**src/rtl/jac_pkg.sv**
```systemverilog
`timescale 1ns / 1ps
// ----------------------------------------------------------------------------
// Joystick conditioner package
// Shared types and codes for the axis and button conditioner.
// ----------------------------------------------------------------------------
package jac_pkg;

	typedef enum logic [2:0] {
		OP_AXIS,
		OP_BUTTON,
		OP_CAL_ON,
		OP_CAL_OFF,
		OP_LOAD
	} op_t;

	localparam logic [2:0] KIND_AXIS    = 3'd0;
	localparam logic [2:0] KIND_BUTTON  = 3'd1;
	localparam logic [2:0] KIND_CAL_ON  = 3'd2;
	localparam logic [2:0] KIND_CAL_OFF = 3'd3;
	localparam logic [2:0] KIND_LOAD    = 3'd4;

	localparam logic [1:0] EV_AXIS    = 2'd0;
	localparam logic [1:0] EV_PRESS   = 2'd1;
	localparam logic [1:0] EV_RELEASE = 2'd2;

	localparam logic [1:0] CFG_HAT  = 2'd0;
	localparam logic [1:0] CFG_REV  = 2'd1;
	localparam logic [1:0] CFG_DEAD = 2'd2;
	localparam logic [1:0] CFG_BTN  = 2'd3;

	localparam logic [14:0] Q_ONE      = 15'd16384;
	localparam logic [14:0] DEAD_RESET = 15'd2621;
	localparam logic [4:0]  BCNT_RESET = 5'd16;

	typedef struct packed {
		op_t         op;
		logic [2:0]  axis;
		logic [7:0]  raw;
		logic [7:0]  rmin;
		logic [7:0]  rmax;
		logic [15:0] word;
	} cmd_t;

	typedef struct packed {
		logic [7:0]  hat_mask;
		logic [7:0]  rev_mask;
		logic [14:0] dead_zone;
		logic [4:0]  button_count;
	} cfg_t;

	typedef struct packed {
		logic [1:0]  kind;
		logic [3:0]  index;
		logic [15:0] value;
		logic        last;
	} event_t;

endpackage

```
**src/rtl/jac_fifo.sv**
```systemverilog
`timescale 1ns / 1ps
// ----------------------------------------------------------------------------
// Joystick conditioner command queue
// Two-entry queue between the classifying front and the executing back.
// ----------------------------------------------------------------------------
module jac_fifo (
	input  logic          clk,
	input  logic          arst_n,
	input  logic          push,
	input  jac_pkg::cmd_t wr_data,
	input  logic          pop,
	output jac_pkg::cmd_t rd_data,
	output logic          full,
	output logic          empty
);
	import jac_pkg::*;

	cmd_t       mem_q [2];
	logic       wr_q;
	logic       rd_q;
	logic [1:0] cnt_q;

	assign full    = (cnt_q == 2'd2);
	assign empty   = (cnt_q == 2'd0);
	assign rd_data = mem_q[rd_q];

	always_ff @(posedge clk) begin
		if (push) begin
			mem_q[wr_q] <= wr_data;
		end
	end

	always_ff @(posedge clk or negedge arst_n) begin
		if (!arst_n) begin
			wr_q  <= 1'b0;
			rd_q  <= 1'b0;
			cnt_q <= 2'd0;
		end else begin
			if (push) begin
				wr_q <= !wr_q;
			end
			if (pop) begin
				rd_q <= !rd_q;
			end
			unique case ({push, pop})
				2'b10:   cnt_q <= cnt_q + 2'd1;
				2'b01:   cnt_q <= cnt_q - 2'd1;
				default: cnt_q <= cnt_q;
			endcase
		end
	end

endmodule

```
**src/rtl/jac_front.sv**
```systemverilog
`timescale 1ns / 1ps
// ----------------------------------------------------------------------------
// Joystick conditioner front
// Accepts input words, decodes their kind and queues the ones that act.
// ----------------------------------------------------------------------------
module jac_front #(
	parameter int AXES = 8
) (
	input  logic          s_tvalid,
	output logic          s_tready,
	input  logic [47:0]   s_tdata,
	input  logic [2:0]    s_tuser,
	input  logic          q_full,
	output logic          q_push,
	output jac_pkg::cmd_t q_data
);
	import jac_pkg::*;

	localparam logic [4:0] AXIS_LIM = 5'(AXES);

	logic axis_ok;
	logic keep;

	assign axis_ok = ({2'b00, s_tdata[2:0]} < AXIS_LIM);

	always_comb begin
		q_data.axis = s_tdata[2:0];
		q_data.raw  = s_tdata[10:3];
		q_data.rmin = s_tdata[18:11];
		q_data.rmax = s_tdata[26:19];
		q_data.word = s_tdata[42:27];
		q_data.op   = OP_AXIS;
		keep        = 1'b0;
		unique case (s_tuser)
			KIND_AXIS: begin
				q_data.op = OP_AXIS;
				keep      = axis_ok;
			end
			KIND_BUTTON: begin
				q_data.op = OP_BUTTON;
				keep      = 1'b1;
			end
			KIND_CAL_ON: begin
				q_data.op = OP_CAL_ON;
				keep      = 1'b1;
			end
			KIND_CAL_OFF: begin
				q_data.op = OP_CAL_OFF;
				keep      = 1'b1;
			end
			KIND_LOAD: begin
				q_data.op = OP_LOAD;
				keep      = axis_ok;
			end
			default: begin
				keep = 1'b0;
			end
		endcase
	end

	assign s_tready = !q_full;
	assign q_push   = s_tvalid && !q_full && keep;

endmodule

```
**src/rtl/jac_div.sv**
```systemverilog
`timescale 1ns / 1ps
// ----------------------------------------------------------------------------
// Joystick conditioner divider
// Restoring divider, one quotient bit per cycle, fifteen bits per run.
// ----------------------------------------------------------------------------
module jac_div (
	input  logic        clk,
	input  logic        arst_n,
	input  logic        start,
	input  logic [22:0] num,
	input  logic [8:0]  den,
	output logic        done,
	output logic [14:0] quot
);
	import jac_pkg::*;

	logic        run_q;
	logic        done_q;
	logic [3:0]  cnt_q;
	logic [8:0]  rem_q;
	logic [8:0]  den_q;
	logic [14:0] sh_q;
	logic [9:0]  trial;
	logic        ge;

	assign trial = {rem_q, sh_q[14]};
	assign ge    = (trial >= {1'b0, den_q});
	assign done  = done_q;
	assign quot  = sh_q;

	always_ff @(posedge clk or negedge arst_n) begin
		if (!arst_n) begin
			run_q  <= 1'b0;
			done_q <= 1'b0;
			cnt_q  <= 4'd0;
			rem_q  <= 9'd0;
			den_q  <= 9'd0;
			sh_q   <= 15'd0;
		end else begin
			done_q <= 1'b0;
			if (start) begin
				run_q <= 1'b1;
				cnt_q <= 4'd0;
				rem_q <= {1'b0, num[22:15]};
				sh_q  <= num[14:0];
				den_q <= den;
			end else if (run_q) begin
				rem_q <= ge ? 9'(trial - {1'b0, den_q}) : trial[8:0];
				sh_q  <= {sh_q[13:0], ge};
				cnt_q <= cnt_q + 4'd1;
				if (cnt_q == 4'd14) begin
					run_q  <= 1'b0;
					done_q <= 1'b1;
				end
			end
		end
	end

endmodule

```
**src/rtl/jac_back.sv**
```systemverilog
`timescale 1ns / 1ps
// ----------------------------------------------------------------------------
// Joystick conditioner back
// Executes queued commands: calibration state, axis scaling, button walk.
// ----------------------------------------------------------------------------
module jac_back #(
	parameter int AXES    = 8,
	parameter int BUTTONS = 16
) (
	input  logic           clk,
	input  logic           arst_n,
	input  jac_pkg::cfg_t  cfg,
	input  jac_pkg::cmd_t  cmd,
	input  logic           cmd_valid,
	output logic           cmd_pop,
	output logic           m_tvalid,
	input  logic           m_tready,
	output jac_pkg::event_t ev
);
	import jac_pkg::*;

	localparam int         AXIS_W  = (AXES > 1) ? $clog2(AXES) : 1;
	localparam logic [4:0] BTN_LIM = 5'((BUTTONS < 16) ? BUTTONS : 16);

	typedef enum logic [2:0] {
		S_IDLE,
		S_AXCAL,
		S_AXSET,
		S_AXDIV,
		S_AXOUT,
		S_BTN
	} state_t;

	state_t      state_q;
	cmd_t        e_q;
	logic        cal_q;
	logic [7:0]  lo_q  [AXES];
	logic [7:0]  mid_q [AXES];
	logic [7:0]  hi_q  [AXES];
	logic [15:0] btn_q;
	logic [15:0] pend_q;
	logic [3:0]  bi_q;
	logic        hat_q;
	logic        neg_q;
	logic [14:0] mag_q;
	logic        out_valid_q;
	event_t      out_q;

	logic [AXIS_W-1:0] ai;
	logic [AXIS_W-1:0] hi_idx;
	logic [7:0]        lo;
	logic [7:0]        mid;
	logic [7:0]        hi;
	logic [7:0]        r;
	logic              hat;
	logic signed [10:0] hn;
	logic signed [8:0]  hd;
	logic [9:0]        an;
	logic [7:0]        ad;
	logic              neg;
	logic              zero;
	logic              sat;
	logic              div_start;
	logic              div_done;
	logic [14:0]       div_quot;
	logic [22:0]       div_num;
	logic [8:0]        div_den;
	logic              out_free;
	logic [14:0]       mag_k;
	logic [15:0]       mag16;
	logic [15:0]       axis_val;
	logic              flip;
	logic [4:0]        blim;
	logic [15:0]       bmask;
	logic [15:0]       pend_nxt;
	logic [8:0]        lsum;

	assign ai       = AXIS_W'(e_q.axis);
	assign hi_idx   = AXIS_W'(cmd.axis);
	assign lo       = lo_q[ai];
	assign mid      = mid_q[ai];
	assign hi       = hi_q[ai];
	assign r        = e_q.raw;
	assign hat      = cfg.hat_mask[e_q.axis];
	assign out_free = !out_valid_q || m_tready;
	assign cmd_pop  = (state_q == S_IDLE) && cmd_valid;
	assign m_tvalid = out_valid_q;
	assign ev       = out_q;
	assign lsum     = {1'b0, cmd.rmin} + {1'b0, cmd.rmax};

	always_comb begin
		hn   = $signed({2'b00, r, 1'b0}) - $signed({3'b000, lo}) - $signed({3'b000, hi});
		hd   = $signed({1'b0, hi}) - $signed({1'b0, lo});
		an   = 10'd0;
		ad   = 8'd0;
		neg  = 1'b0;
		zero = 1'b1;
		if (hat) begin
			zero = (hi == lo);
			an   = hn[10] ? 10'(-hn) : hn[9:0];
			ad   = hd[8] ? 8'(-hd) : hd[7:0];
			neg  = hn[10] ^ hd[8];
		end else if (r >= mid) begin
			zero = !(hi > mid);
			an   = {2'b00, 8'(r - mid)};
			ad   = 8'(hi - mid);
		end else begin
			zero = !(lo < mid);
			an   = {2'b00, 8'(mid - r)};
			ad   = 8'(mid - lo);
			neg  = 1'b1;
		end
		sat       = !zero && (an >= {2'b00, ad});
		div_num   = {an[7:0], 7'd0, ad};
		div_den   = {ad, 1'b0};
		div_start = (state_q == S_AXSET) && !zero && !sat;
	end

	always_comb begin
		mag_k    = (!hat_q && (mag_q < cfg.dead_zone)) ? 15'd0 : mag_q;
		mag16    = {1'b0, mag_k};
		flip     = neg_q ^ cfg.rev_mask[e_q.axis];
		axis_val = flip ? 16'(-mag16) : mag16;
		blim     = (cfg.button_count > BTN_LIM) ? BTN_LIM : cfg.button_count;
		for (int i = 0; i < 16; i++) begin
			bmask[i] = (5'(i) < blim);
		end
		pend_nxt = pend_q & ~(16'd1 << bi_q);
	end

	jac_div u_div (
		.clk    (clk),
		.arst_n (arst_n),
		.start  (div_start),
		.num    (div_num),
		.den    (div_den),
		.done   (div_done),
		.quot   (div_quot)
	);

	always_ff @(posedge clk or negedge arst_n) begin
		if (!arst_n) begin
			state_q     <= S_IDLE;
			e_q         <= '0;
			cal_q       <= 1'b0;
			btn_q       <= 16'd0;
			pend_q      <= 16'd0;
			bi_q        <= 4'd0;
			hat_q       <= 1'b0;
			neg_q       <= 1'b0;
			mag_q       <= 15'd0;
			out_valid_q <= 1'b0;
			out_q       <= '0;
			for (int a = 0; a < AXES; a++) begin
				lo_q[a]  <= 8'd0;
				mid_q[a] <= 8'd128;
				hi_q[a]  <= 8'd255;
			end
		end else begin
			if (m_tready) begin
				out_valid_q <= 1'b0;
			end
			unique case (state_q)
				S_IDLE: begin
					if (cmd_valid) begin
						e_q <= cmd;
						unique case (cmd.op)
							OP_AXIS: begin
								state_q <= S_AXCAL;
							end
							OP_BUTTON: begin
								pend_q  <= (cmd.word ^ btn_q) & bmask;
								btn_q   <= cmd.word;
								bi_q    <= 4'd0;
								state_q <= S_BTN;
							end
							OP_CAL_ON: begin
								cal_q <= 1'b1;
								for (int a = 0; a < AXES; a++) begin
									lo_q[a]  <= 8'd255;
									mid_q[a] <= 8'd0;
									hi_q[a]  <= 8'd0;
								end
							end
							OP_CAL_OFF: begin
								cal_q <= 1'b0;
							end
							OP_LOAD: begin
								lo_q[hi_idx]  <= cmd.rmin;
								hi_q[hi_idx]  <= cmd.rmax;
								mid_q[hi_idx] <= lsum[8:1];
							end
							default: begin
								state_q <= S_IDLE;
							end
						endcase
					end
				end
				S_AXCAL: begin
					// widen the range and follow the sample while calibrating a non-hat axis
					if (cal_q && !hat) begin
						if (r > hi) begin
							hi_q[ai] <= r;
						end
						if (r < lo) begin
							lo_q[ai] <= r;
						end
						mid_q[ai] <= r;
					end
					state_q <= S_AXSET;
				end
				S_AXSET: begin
					hat_q <= hat;
					neg_q <= neg;
					if (zero) begin
						mag_q   <= 15'd0;
						state_q <= S_AXOUT;
					end else if (sat) begin
						mag_q   <= Q_ONE;
						state_q <= S_AXOUT;
					end else begin
						state_q <= S_AXDIV;
					end
				end
				S_AXDIV: begin
					if (div_done) begin
						mag_q   <= div_quot;
						state_q <= S_AXOUT;
					end
				end
				S_AXOUT: begin
					if (out_free) begin
						out_valid_q <= 1'b1;
						out_q.kind  <= EV_AXIS;
						out_q.index <= {1'b0, e_q.axis};
						out_q.value <= axis_val;
						out_q.last  <= 1'b1;
						state_q     <= S_IDLE;
					end
				end
				S_BTN: begin
					if (pend_q == 16'd0) begin
						state_q <= S_IDLE;
					end else if (pend_q[bi_q]) begin
						if (out_free) begin
							out_valid_q <= 1'b1;
							out_q.kind  <= btn_q[bi_q] ? EV_PRESS : EV_RELEASE;
							out_q.index <= bi_q;
							out_q.value <= 16'd0;
							out_q.last  <= (pend_nxt == 16'd0);
							pend_q      <= pend_nxt;
							bi_q        <= bi_q + 4'd1;
						end
					end else begin
						bi_q <= bi_q + 4'd1;
					end
				end
				default: begin
					state_q <= S_IDLE;
				end
			endcase
		end
	end

endmodule

```
**src/rtl/joystick_axis_and_button_conditioner.sv**
```systemverilog
`timescale 1ns / 1ps
// ----------------------------------------------------------------------------
// Joystick axis and button conditioner
// Calibrates and scales raw axis bytes to Q1.14 and turns button words into
// press and release events.
// ----------------------------------------------------------------------------
// Input words arrive on s_t*; s_tuser carries the kind. Output events leave on
// m_t*; m_tuser carries the event kind and m_tlast marks the final event of
// one input word. Registers are written on the cfg port; the user must write
// them only while the block idles, as the block itself does not enforce it.
// A two-entry queue parts the decoder from the executing back end.
// An axis sample passes from acceptance to its event through the queue, the
// calibration update, setup, a serial divider, its result handoff and the
// output stage; a zero or saturated value skips the divider.
// A button word walks bit positions up to the highest changed button.
// Calibration and range loads finish in the cycle they leave the queue.
// Reset clears the queue and the output register, restores the default
// ranges (0, 128, 255), the register defaults and the button state.
// A stalled receiver holds the output register; the back end waits and the
// queue keeps taking words until it holds two.
// ----------------------------------------------------------------------------
module joystick_axis_and_button_conditioner #(
	parameter int AXES    = 8,
	parameter int BUTTONS = 16
) (
	input  logic        clk,
	input  logic        arst_n,
	input  logic        cfg_valid,
	output logic        cfg_ready,
	input  logic [1:0]  cfg_index,
	input  logic [14:0] cfg_data,
	input  logic        s_tvalid,
	output logic        s_tready,
	input  logic [47:0] s_tdata,  // axis_index, raw_value, range_min, range_max, button_word
	input  logic [2:0]  s_tuser,  // kind
	output logic        m_tvalid,
	input  logic        m_tready,
	output logic [23:0] m_tdata,  // event_index, axis_value
	output logic [1:0]  m_tuser,  // event_kind
	output logic        m_tlast
);
	import jac_pkg::*;

	cfg_t   cfg_q;
	cmd_t   push_data;
	cmd_t   head;
	logic   push;
	logic   pop;
	logic   q_full;
	logic   q_empty;
	event_t ev;

	assign cfg_ready = 1'b1;

	always_ff @(posedge clk or negedge arst_n) begin
		if (!arst_n) begin
			cfg_q.hat_mask     <= 8'd0;
			cfg_q.rev_mask     <= 8'd0;
			cfg_q.dead_zone    <= DEAD_RESET;
			cfg_q.button_count <= BCNT_RESET;
		end else if (cfg_valid) begin
			unique case (cfg_index)
				CFG_HAT:  cfg_q.hat_mask     <= cfg_data[7:0];
				CFG_REV:  cfg_q.rev_mask     <= cfg_data[7:0];
				CFG_DEAD: cfg_q.dead_zone    <= cfg_data;
				CFG_BTN:  cfg_q.button_count <= cfg_data[4:0];
				default:  cfg_q.hat_mask     <= cfg_q.hat_mask;
			endcase
		end
	end

	jac_front #(
		.AXES (AXES)
	) u_front (
		.s_tvalid (s_tvalid),
		.s_tready (s_tready),
		.s_tdata  (s_tdata),
		.s_tuser  (s_tuser),
		.q_full   (q_full),
		.q_push   (push),
		.q_data   (push_data)
	);

	jac_fifo u_fifo (
		.clk     (clk),
		.arst_n  (arst_n),
		.push    (push),
		.wr_data (push_data),
		.pop     (pop),
		.rd_data (head),
		.full    (q_full),
		.empty   (q_empty)
	);

	jac_back #(
		.AXES    (AXES),
		.BUTTONS (BUTTONS)
	) u_back (
		.clk       (clk),
		.arst_n    (arst_n),
		.cfg       (cfg_q),
		.cmd       (head),
		.cmd_valid (!q_empty),
		.cmd_pop   (pop),
		.m_tvalid  (m_tvalid),
		.m_tready  (m_tready),
		.ev        (ev)
	);

	assign m_tdata = {4'd0, ev.value, ev.index};
	assign m_tuser = ev.kind;
	assign m_tlast = ev.last;

`ifndef SYNTH
	a_axis_range: assert property (@(posedge clk) disable iff (!arst_n)
		(m_tvalid && m_tuser == EV_AXIS) |->
		(($signed(m_tdata[19:4]) <= 16'sd16384) && ($signed(m_tdata[19:4]) >= -16'sd16384)))
		else $error("axis value out of range");

	a_button_zero: assert property (@(posedge clk) disable iff (!arst_n)
		(m_tvalid && m_tuser != EV_AXIS) |-> (m_tdata[19:4] == 16'd0))
		else $error("button event carries a value");

	a_axis_last: assert property (@(posedge clk) disable iff (!arst_n)
		(m_tvalid && m_tuser == EV_AXIS) |-> m_tlast)
		else $error("axis event not marked last");
`endif

endmodule

```
**config.mk**
```make
export PLATFORM = sky130hd
export DESIGN_NAME = joystick_axis_and_button_conditioner
export DESIGN_NICKNAME = d
export VERILOG_FILES = /design/src/rtl/jac_pkg.sv /design/src/rtl/jac_fifo.sv /design/src/rtl/jac_front.sv /design/src/rtl/jac_div.sv /design/src/rtl/jac_back.sv /design/src/rtl/joystick_axis_and_button_conditioner.sv
export SDC_FILE = /design/constraint.sdc
export NUM_CORES = 1
export LEC_CHECK = 0
export BUFFER_PORTS_ARGS = -buffer_cell sky130_fd_sc_hd__buf_4
export CELL_PAD_IN_SITES_DETAIL_PLACEMENT = 2
export CELL_PAD_IN_SITES_GLOBAL_PLACEMENT = 2
export CORE_MARGIN = 2
export CORE_UTILIZATION = 45
export DETAILED_ROUTE_END_ITERATION = 16
export GPL_ROUTABILITY_DRIVEN = 0
export PLACE_DENSITY = 0.95
export SLEW_MARGIN = 20
export SYNTH_ARGS = -nofsm -noshare
export SYNTH_HDL_FRONTEND = slang
export SYNTH_SLANG_ARGS = --single-unit
```
**constraint.sdc**
```tcl
create_clock -name clk -period 14.81 [get_ports clk]
set_clock_uncertainty 0.1 [all_clocks]
set_input_delay 0.7405 -clock clk [delete_from_list [all_inputs] [get_ports clk]]
set_output_delay 0.7405 -clock clk [all_outputs]
set_load 0.05 [all_outputs]
```
==> results.txt, run 1 <==
Counting every instance in the synthesized netlist gives 2646. The flow did not finish. Number of placement rows: 88.

Yosys mapped a number of flops with a built-in enable equal to 92. The tool reported: "[ERROR GRT-0232] Routing congestion too high. Check the congestion heatmap in the GUI". The logs give 0 for the number of buffers inserted for hold repair after clock tree synthesis and 26500 um2 for the synthesized area.

For the maximum level of the CTS H-tree, the log shows 2. The number of synthesis warnings is 0, and the count of boundary I/O pins is 103. Entering global routing, the biggest net connects 172 pins. Counting flops with an async set or reset pin after synthesis yields a share of 79.7%.

The wire-length estimate of the detail-placed layout is 90000 um. The clock sink total was 454; the post-CTS setup-driven buffer insertion count was 0. Cell at the root of the clock tree: sky130_fd_sc_hd__clkbuf_16.

A synthesized cell averages 10.0 um2. The number of gates resized after CTS was 0. The longest clock path from root to sink contains 3 buffers. The horizontal extent of the die is 247 um, and the register bit count reported by yosys is 454. The initial antenna violation count is 27, and the vertical extent of the die is 247 um.

After global routing the overflow that remains totals 5. The number of input and output port buffers inserted is 92. For this run, the leading register cell type out of synthesis is sky130_fd_sc_hd__dfrtp_1. In the global route stage, overall resource usage came out at 57.5%. Buffers inserted during clock tree synthesis total 50. Once the floorplan was initialized, standard cells occupied 45.7% of the core. The flow stopped in 5_1_grt. Sequential cells were found to cover 45.0% of the synthesized design area. The run gives 85 as the unique cell type count in the Yosys netlist.
-- synth_stat cells (7+ instances only) --
cell	n	share of area (%)
sky130_fd_sc_hd__a211oi_1	19	0.54
sky130_fd_sc_hd__a21oi_1	165	3.1
sky130_fd_sc_hd__dfrtp_1	282	27
sky130_fd_sc_hd__nand2b_1	29	0.68
sky130_fd_sc_hd__and3_1	14	0.33
sky130_fd_sc_hd__nor3_1	41	0.77
sky130_fd_sc_hd__nand2_1	231	3.3
sky130_fd_sc_hd__o21a_1	111	3.1
sky130_fd_sc_hd__nor2_1	137	1.9
sky130_fd_sc_hd__and2_1	7	0.17
sky130_fd_sc_hd__edfxtp_1	92	10
sky130_fd_sc_hd__o31ai_1	17	0.48
sky130_fd_sc_hd__mux2_2	121	5.1
sky130_fd_sc_hd__a32oi_1	7	0.23
sky130_fd_sc_hd__a31oi_1	45	1.1
sky130_fd_sc_hd__buf_1	9	0.13
sky130_fd_sc_hd__dfstp_2	80	7.9
sky130_fd_sc_hd__ha_1	119	5.6
sky130_fd_sc_hd__and4_1	15	0.50
sky130_fd_sc_hd__inv_1	100	1.4
sky130_fd_sc_hd__nor3b_1	7	0.20
sky130_fd_sc_hd__o22ai_1	11	0.26
sky130_fd_sc_hd__xnor2_1	60	2.0
sky130_fd_sc_hd__o211ai_1	116	3.3
sky130_fd_sc_hd__xor2_1	30	0.99
sky130_fd_sc_hd__nor3_2	8	0.30
sky130_fd_sc_hd__clkbuf_1	114	1.6
sky130_fd_sc_hd__o21bai_1	7	0.20
sky130_fd_sc_hd__o21ai_0	216	4.1
sky130_fd_sc_hd__mux2i_1	77	2.9
sky130_fd_sc_hd__buf_2	23	0.43
sky130_fd_sc_hd__nand4_1	19	0.45
sky130_fd_sc_hd__a22oi_1	79	2.2
sky130_fd_sc_hd__fa_1	9	0.68
sky130_fd_sc_hd__a22o_1	30	0.99
sky130_fd_sc_hd__a21o_1	40	1.1
sky130_fd_sc_hd__a221oi_1	8	0.26
sky130_fd_sc_hd__nor2b_1	26	0.61
sky130_fd_sc_hd__nand3_1	28	0.53
-- per-stage QoR --
stage                     area, um2  util (%)  worst slack (ns)  cells
after detailed placement      28100      48.4              5.40   3413
after floorplan               26500         -              8.00   2649
after CTS                     29800      51.4              5.09   3506
after global placement        28100      48.4              6.07   3413
-- logic make-up after synthesis --
| group | count (synthesis) | share of synthesized area [%] |
|---|---|---|
| AOI/OAI and AO/OA | 915 | 22.6 |
| and+or+nand+nor | 595 | 10.7 |
| DFF | 454 | 45.0 |
| buffers and inverters | 258 | 3.93 |
| muxes | 203 | 8.44 |
| adders and majority gates | 128 | 6.29 |
| xor gates and xnor gates | 91 | 3.06 |
| other | 2 | 0.0283 |
-- metal layers --
layer  track usage [%]  overflow
met2              81.4         3
met1              58.7         0
met3              31.8         0
met5              10.8         0
met4              54.9         2
==> inputs of run 2 (changes only) <==
--- a/config.mk
+++ b/config.mk
@@ -6,13 +6,11 @@
 export NUM_CORES = 1
 export LEC_CHECK = 0
 export BUFFER_PORTS_ARGS = -buffer_cell sky130_fd_sc_hd__buf_4
-export CELL_PAD_IN_SITES_DETAIL_PLACEMENT = 2
-export CELL_PAD_IN_SITES_GLOBAL_PLACEMENT = 2
 export CORE_MARGIN = 2
-export CORE_UTILIZATION = 45
+export CORE_UTILIZATION = 40
 export DETAILED_ROUTE_END_ITERATION = 16
 export GPL_ROUTABILITY_DRIVEN = 0
-export PLACE_DENSITY = 0.95
+export PLACE_DENSITY_LB_ADDON = 0.15
 export SLEW_MARGIN = 20
 export SYNTH_ARGS = -nofsm -noshare
 export SYNTH_HDL_FRONTEND = slang
==> results.txt, run 2 <==
The run finished with clean final reports. After the first detailed-routing iteration, the DRC count stood at 2176. Critical path's slowest cell: sky130_fd_sc_hd__nor2_2.

The class of the tightest hold or removal check is primary input to flop. The end point of the critical path is u_back.mag_q[2]. For the wire length of the first global-routing pass, the log shows 136000 um. The register with the most flip-flops in the layout has 92 of them. The H-tree was split into 2 levels. Count of filler cells inserted in the layout: 6215. The count of final hold-check violations was 0.

Of all cell types, the one taking the most synthesized area is sky130_fd_sc_hd__dfrtp_1. Wires add up to 90200 um. The longest clock path from root to sink contains 3 buffers. The via total after detailed routing was 22.0k. The run gives 2 as the initial antenna violation count.

The run gives 65700 um2 as the area of the core region. Synthesized area: 26500 um2. The register-to-register setup slack was 6.31 ns; the final critical-path share of the clock period was 57.4%. After synthesis, the netlist uses 85 different library cells. For this configuration, the core starts out at a cell density of 40.3%.

The area of all sequential standard cells is 11900 um2, and the worst hold slack across all endpoints is 0.197 ns. STA puts the critical path data arrival time at 8.95 ns. The buffers plus inverters on the worst setup path was 1. The total grt overflow is 0, and the transition time at the pin with the least slew margin is 1.19 ns. After detailed routing, the number of remaining DRC violations is 0. The tool flagged a number of max-cap violations equal to 0.

The fraction of registers with async set or reset after synthesis was 79.7%. Yosys attributes the largest share of cell area to sky130_fd_sc_hd__dfrtp_1, sky130_fd_sc_hd__edfxtp_1, sky130_fd_sc_hd__dfstp_2, sky130_fd_sc_hd__ha_1, sky130_fd_sc_hd__mux2_2. Type of the worst setup path: flop to flop. The initialized floorplan defines 94 standard-cell rows.

The synthesis-to-finish area growth is 13.0%. The vertical extent of the die works out to 261 um. The cell at the root of the clock tree is sky130_fd_sc_hd__clkbuf_16. The horizontal extent of the die works out to 261 um. The tools report the launch instance of the worst register-to-register path as u_back.ai[2]. Global routing consumed, over all layers together, 26.4% of the routing resources. The number of input and output port buffers inserted was 92; the count of cells along the worst hold path was 1. Among all cell types in the netlist, the one instantiated most often is sky130_fd_sc_hd__dfrtp_1. Summing all multi-input logic gate instances after layout gives 13700 um2. The tools report the final setup violation count as 0.

The library cells used most frequently in the layout, excluding fill and tap cells, are sky130_fd_sc_hd__dfrtp_1, sky130_fd_sc_hd__nand2_1, sky130_fd_sc_hd__o21ai_0. After synthesis, flip-flops and latches occupy 45.0% of the total area. During synthesis, Yosys emitted a total of 0 warnings.

For the number of buffers created by CTS, the log shows 51. The register containing the most flip-flops in the final layout is u_fifo.mem_q. The number of gates resized after CTS was 0; the number of global-route vias before repair was 21.8k. Counting every sink on the clock net gives 454.

103 I/O pins were placed. Yosys mapped a number of flops with a built-in enable equal to 92. For this run, the leading register cell type out of synthesis is sky130_fd_sc_hd__dfrtp_1.

The worst setup path is captured at a flop. Post-synthesis average cell area: 10.0 um2. After routing, the total negative slack on setup checks comes to 0 ns. The routed length per placed instance came out at 25.0 um. Setup repair after global routing left no endpoint under its margin. The commonest cells after synthesis are sky130_fd_sc_hd__dfrtp_1, sky130_fd_sc_hd__nand2_1, sky130_fd_sc_hd__o21ai_0. Detailed placement finished with a half-perimeter wire length of 62300 um.

The layout cell share with drive strength beyond 1 was 17.7%. The number of nets still failing antenna checks after routing is 0. In the final design database the tool counted 2898 nets. Minimum period implied by the final worst setup slack: 8.50 ns. Of all nets on the critical path, the largest fanout is 58.

Headroom to the max-slew limit came out at 20.9%. STA puts the critical path data required time at 15.26 ns. The worst setup path is launched from a flop. The clock-pin slew reported for the worst setup and hold paths after clock tree synthesis came out at 0.06 ns. The largest net degree at the start of global routing came out at 172. TritonCTS built the clock tree. The cell family contributing the most delay on the critical path is simple AND/OR/NAND/NOR gates. The critical path crosses 28 cells after its start point. The number of max-slew violations in the final report was 0. The endpoint identified for the worst register-to-register timing path is u_back.mag_q[2]. After synthesis the netlist holds a flip-flop and latch count of 454. Most common cell after layout, fill and taps aside: sky130_fd_sc_hd__dfrtp_1. The first detailed-routing pass took 6 iterations. The tools report the number of instances in the synthesized netlist as 2646. The die covers 68400 um2.

For the worst flop-to-flop path, the logic depth is 28. The fraction of synthesized cell area taken by the top area cell type is 26.6%. Tracing the worst setup path back leads to its startpoint at u_back.ai[2]. Based on the critical path, the design can be clocked at up to 118 MHz.

The run gives 0 as the post-CTS setup-driven buffer insertion count. Via count normalized by instance count: 6.10. In this design, the stage delay of the slowest critical-path cell is 0.77 ns.

The tools report the number of buffers inserted for hold repair after clock tree synthesis as 1. Worst-skew pair later-pin latency: 0.63 ns.
==> run 2: cell counts after synthesis <==
No cell type changed its count.
==> run 2: worst min path at each step <==
stage,slack (ns),startpoint,to
2_1_floorplan,0.34,arst_n,cfg_q[0]
3_3_place_gp,0.37,u_back.ev[21],u_back.ev[21]
3_5_place_dp,0.38,u_back.ev[6],u_back.ev[6]
4_1_cts,0.16,s_tdata[33],u_fifo.mem_q[0][6]
5_1_grt,0.17,s_tdata[32],u_fifo.mem_q[0][5]
6_report,0.20,s_tdata[33],u_fifo.mem_q[0][6]
==> run 2: stage by stage <==
stage	area (um2)	setup WS (ns)	cells	utilization, %
CTS	30000	6.24	3604	45.6
finish	30000	6.31	3606	45.6
floorplan	26500	8.00	2649	-
global placement	28200	6.40	3507	43.0
detailed placement	28300	6.28	3507	43.0
global route	30000	5.80	3606	45.6
==> run 2: metal layers <==
metal  global-route usage, %  up-vias  share of wire (%)
met4                    11.2        0                4.3
li1                        -     9876                  -
met1                    36.4    10900                 43
met5                       0        -                  0
met3                    4.65      230                7.7
met2                    41.1      978                 45
==> run 2: area by class of cell <==
| cell class | instances | area share, % |
|---|---|---|
| multi-input cells | 1937 | 45.8 |
| flip-flops and latches | 454 | 39.8 |
| clock buffers | 71 | 4.68 |
| repair buffers | 150 | 3.83 |
| well taps | 864 | 3.61 |
| inverters | 103 | 1.29 |
| clock inverters | 25 | 0.981 |
| diodes | 2 | 0.0167 |
==> run 2: kinds of logic after synthesis <==
family	synth area share, %
other	0.0283
muxes	8.44
DFF	45.0
AOI/OAI and AO/OA	22.6
adders and majority gates	6.29
and+or+nand+nor	10.7
buffers and inverters	3.93
xor gates and xnor gates	3.06
Power of run 2 is not shown: default switching activity piles up to over one toggle a cycle in this logic, so the estimate is an artifact.
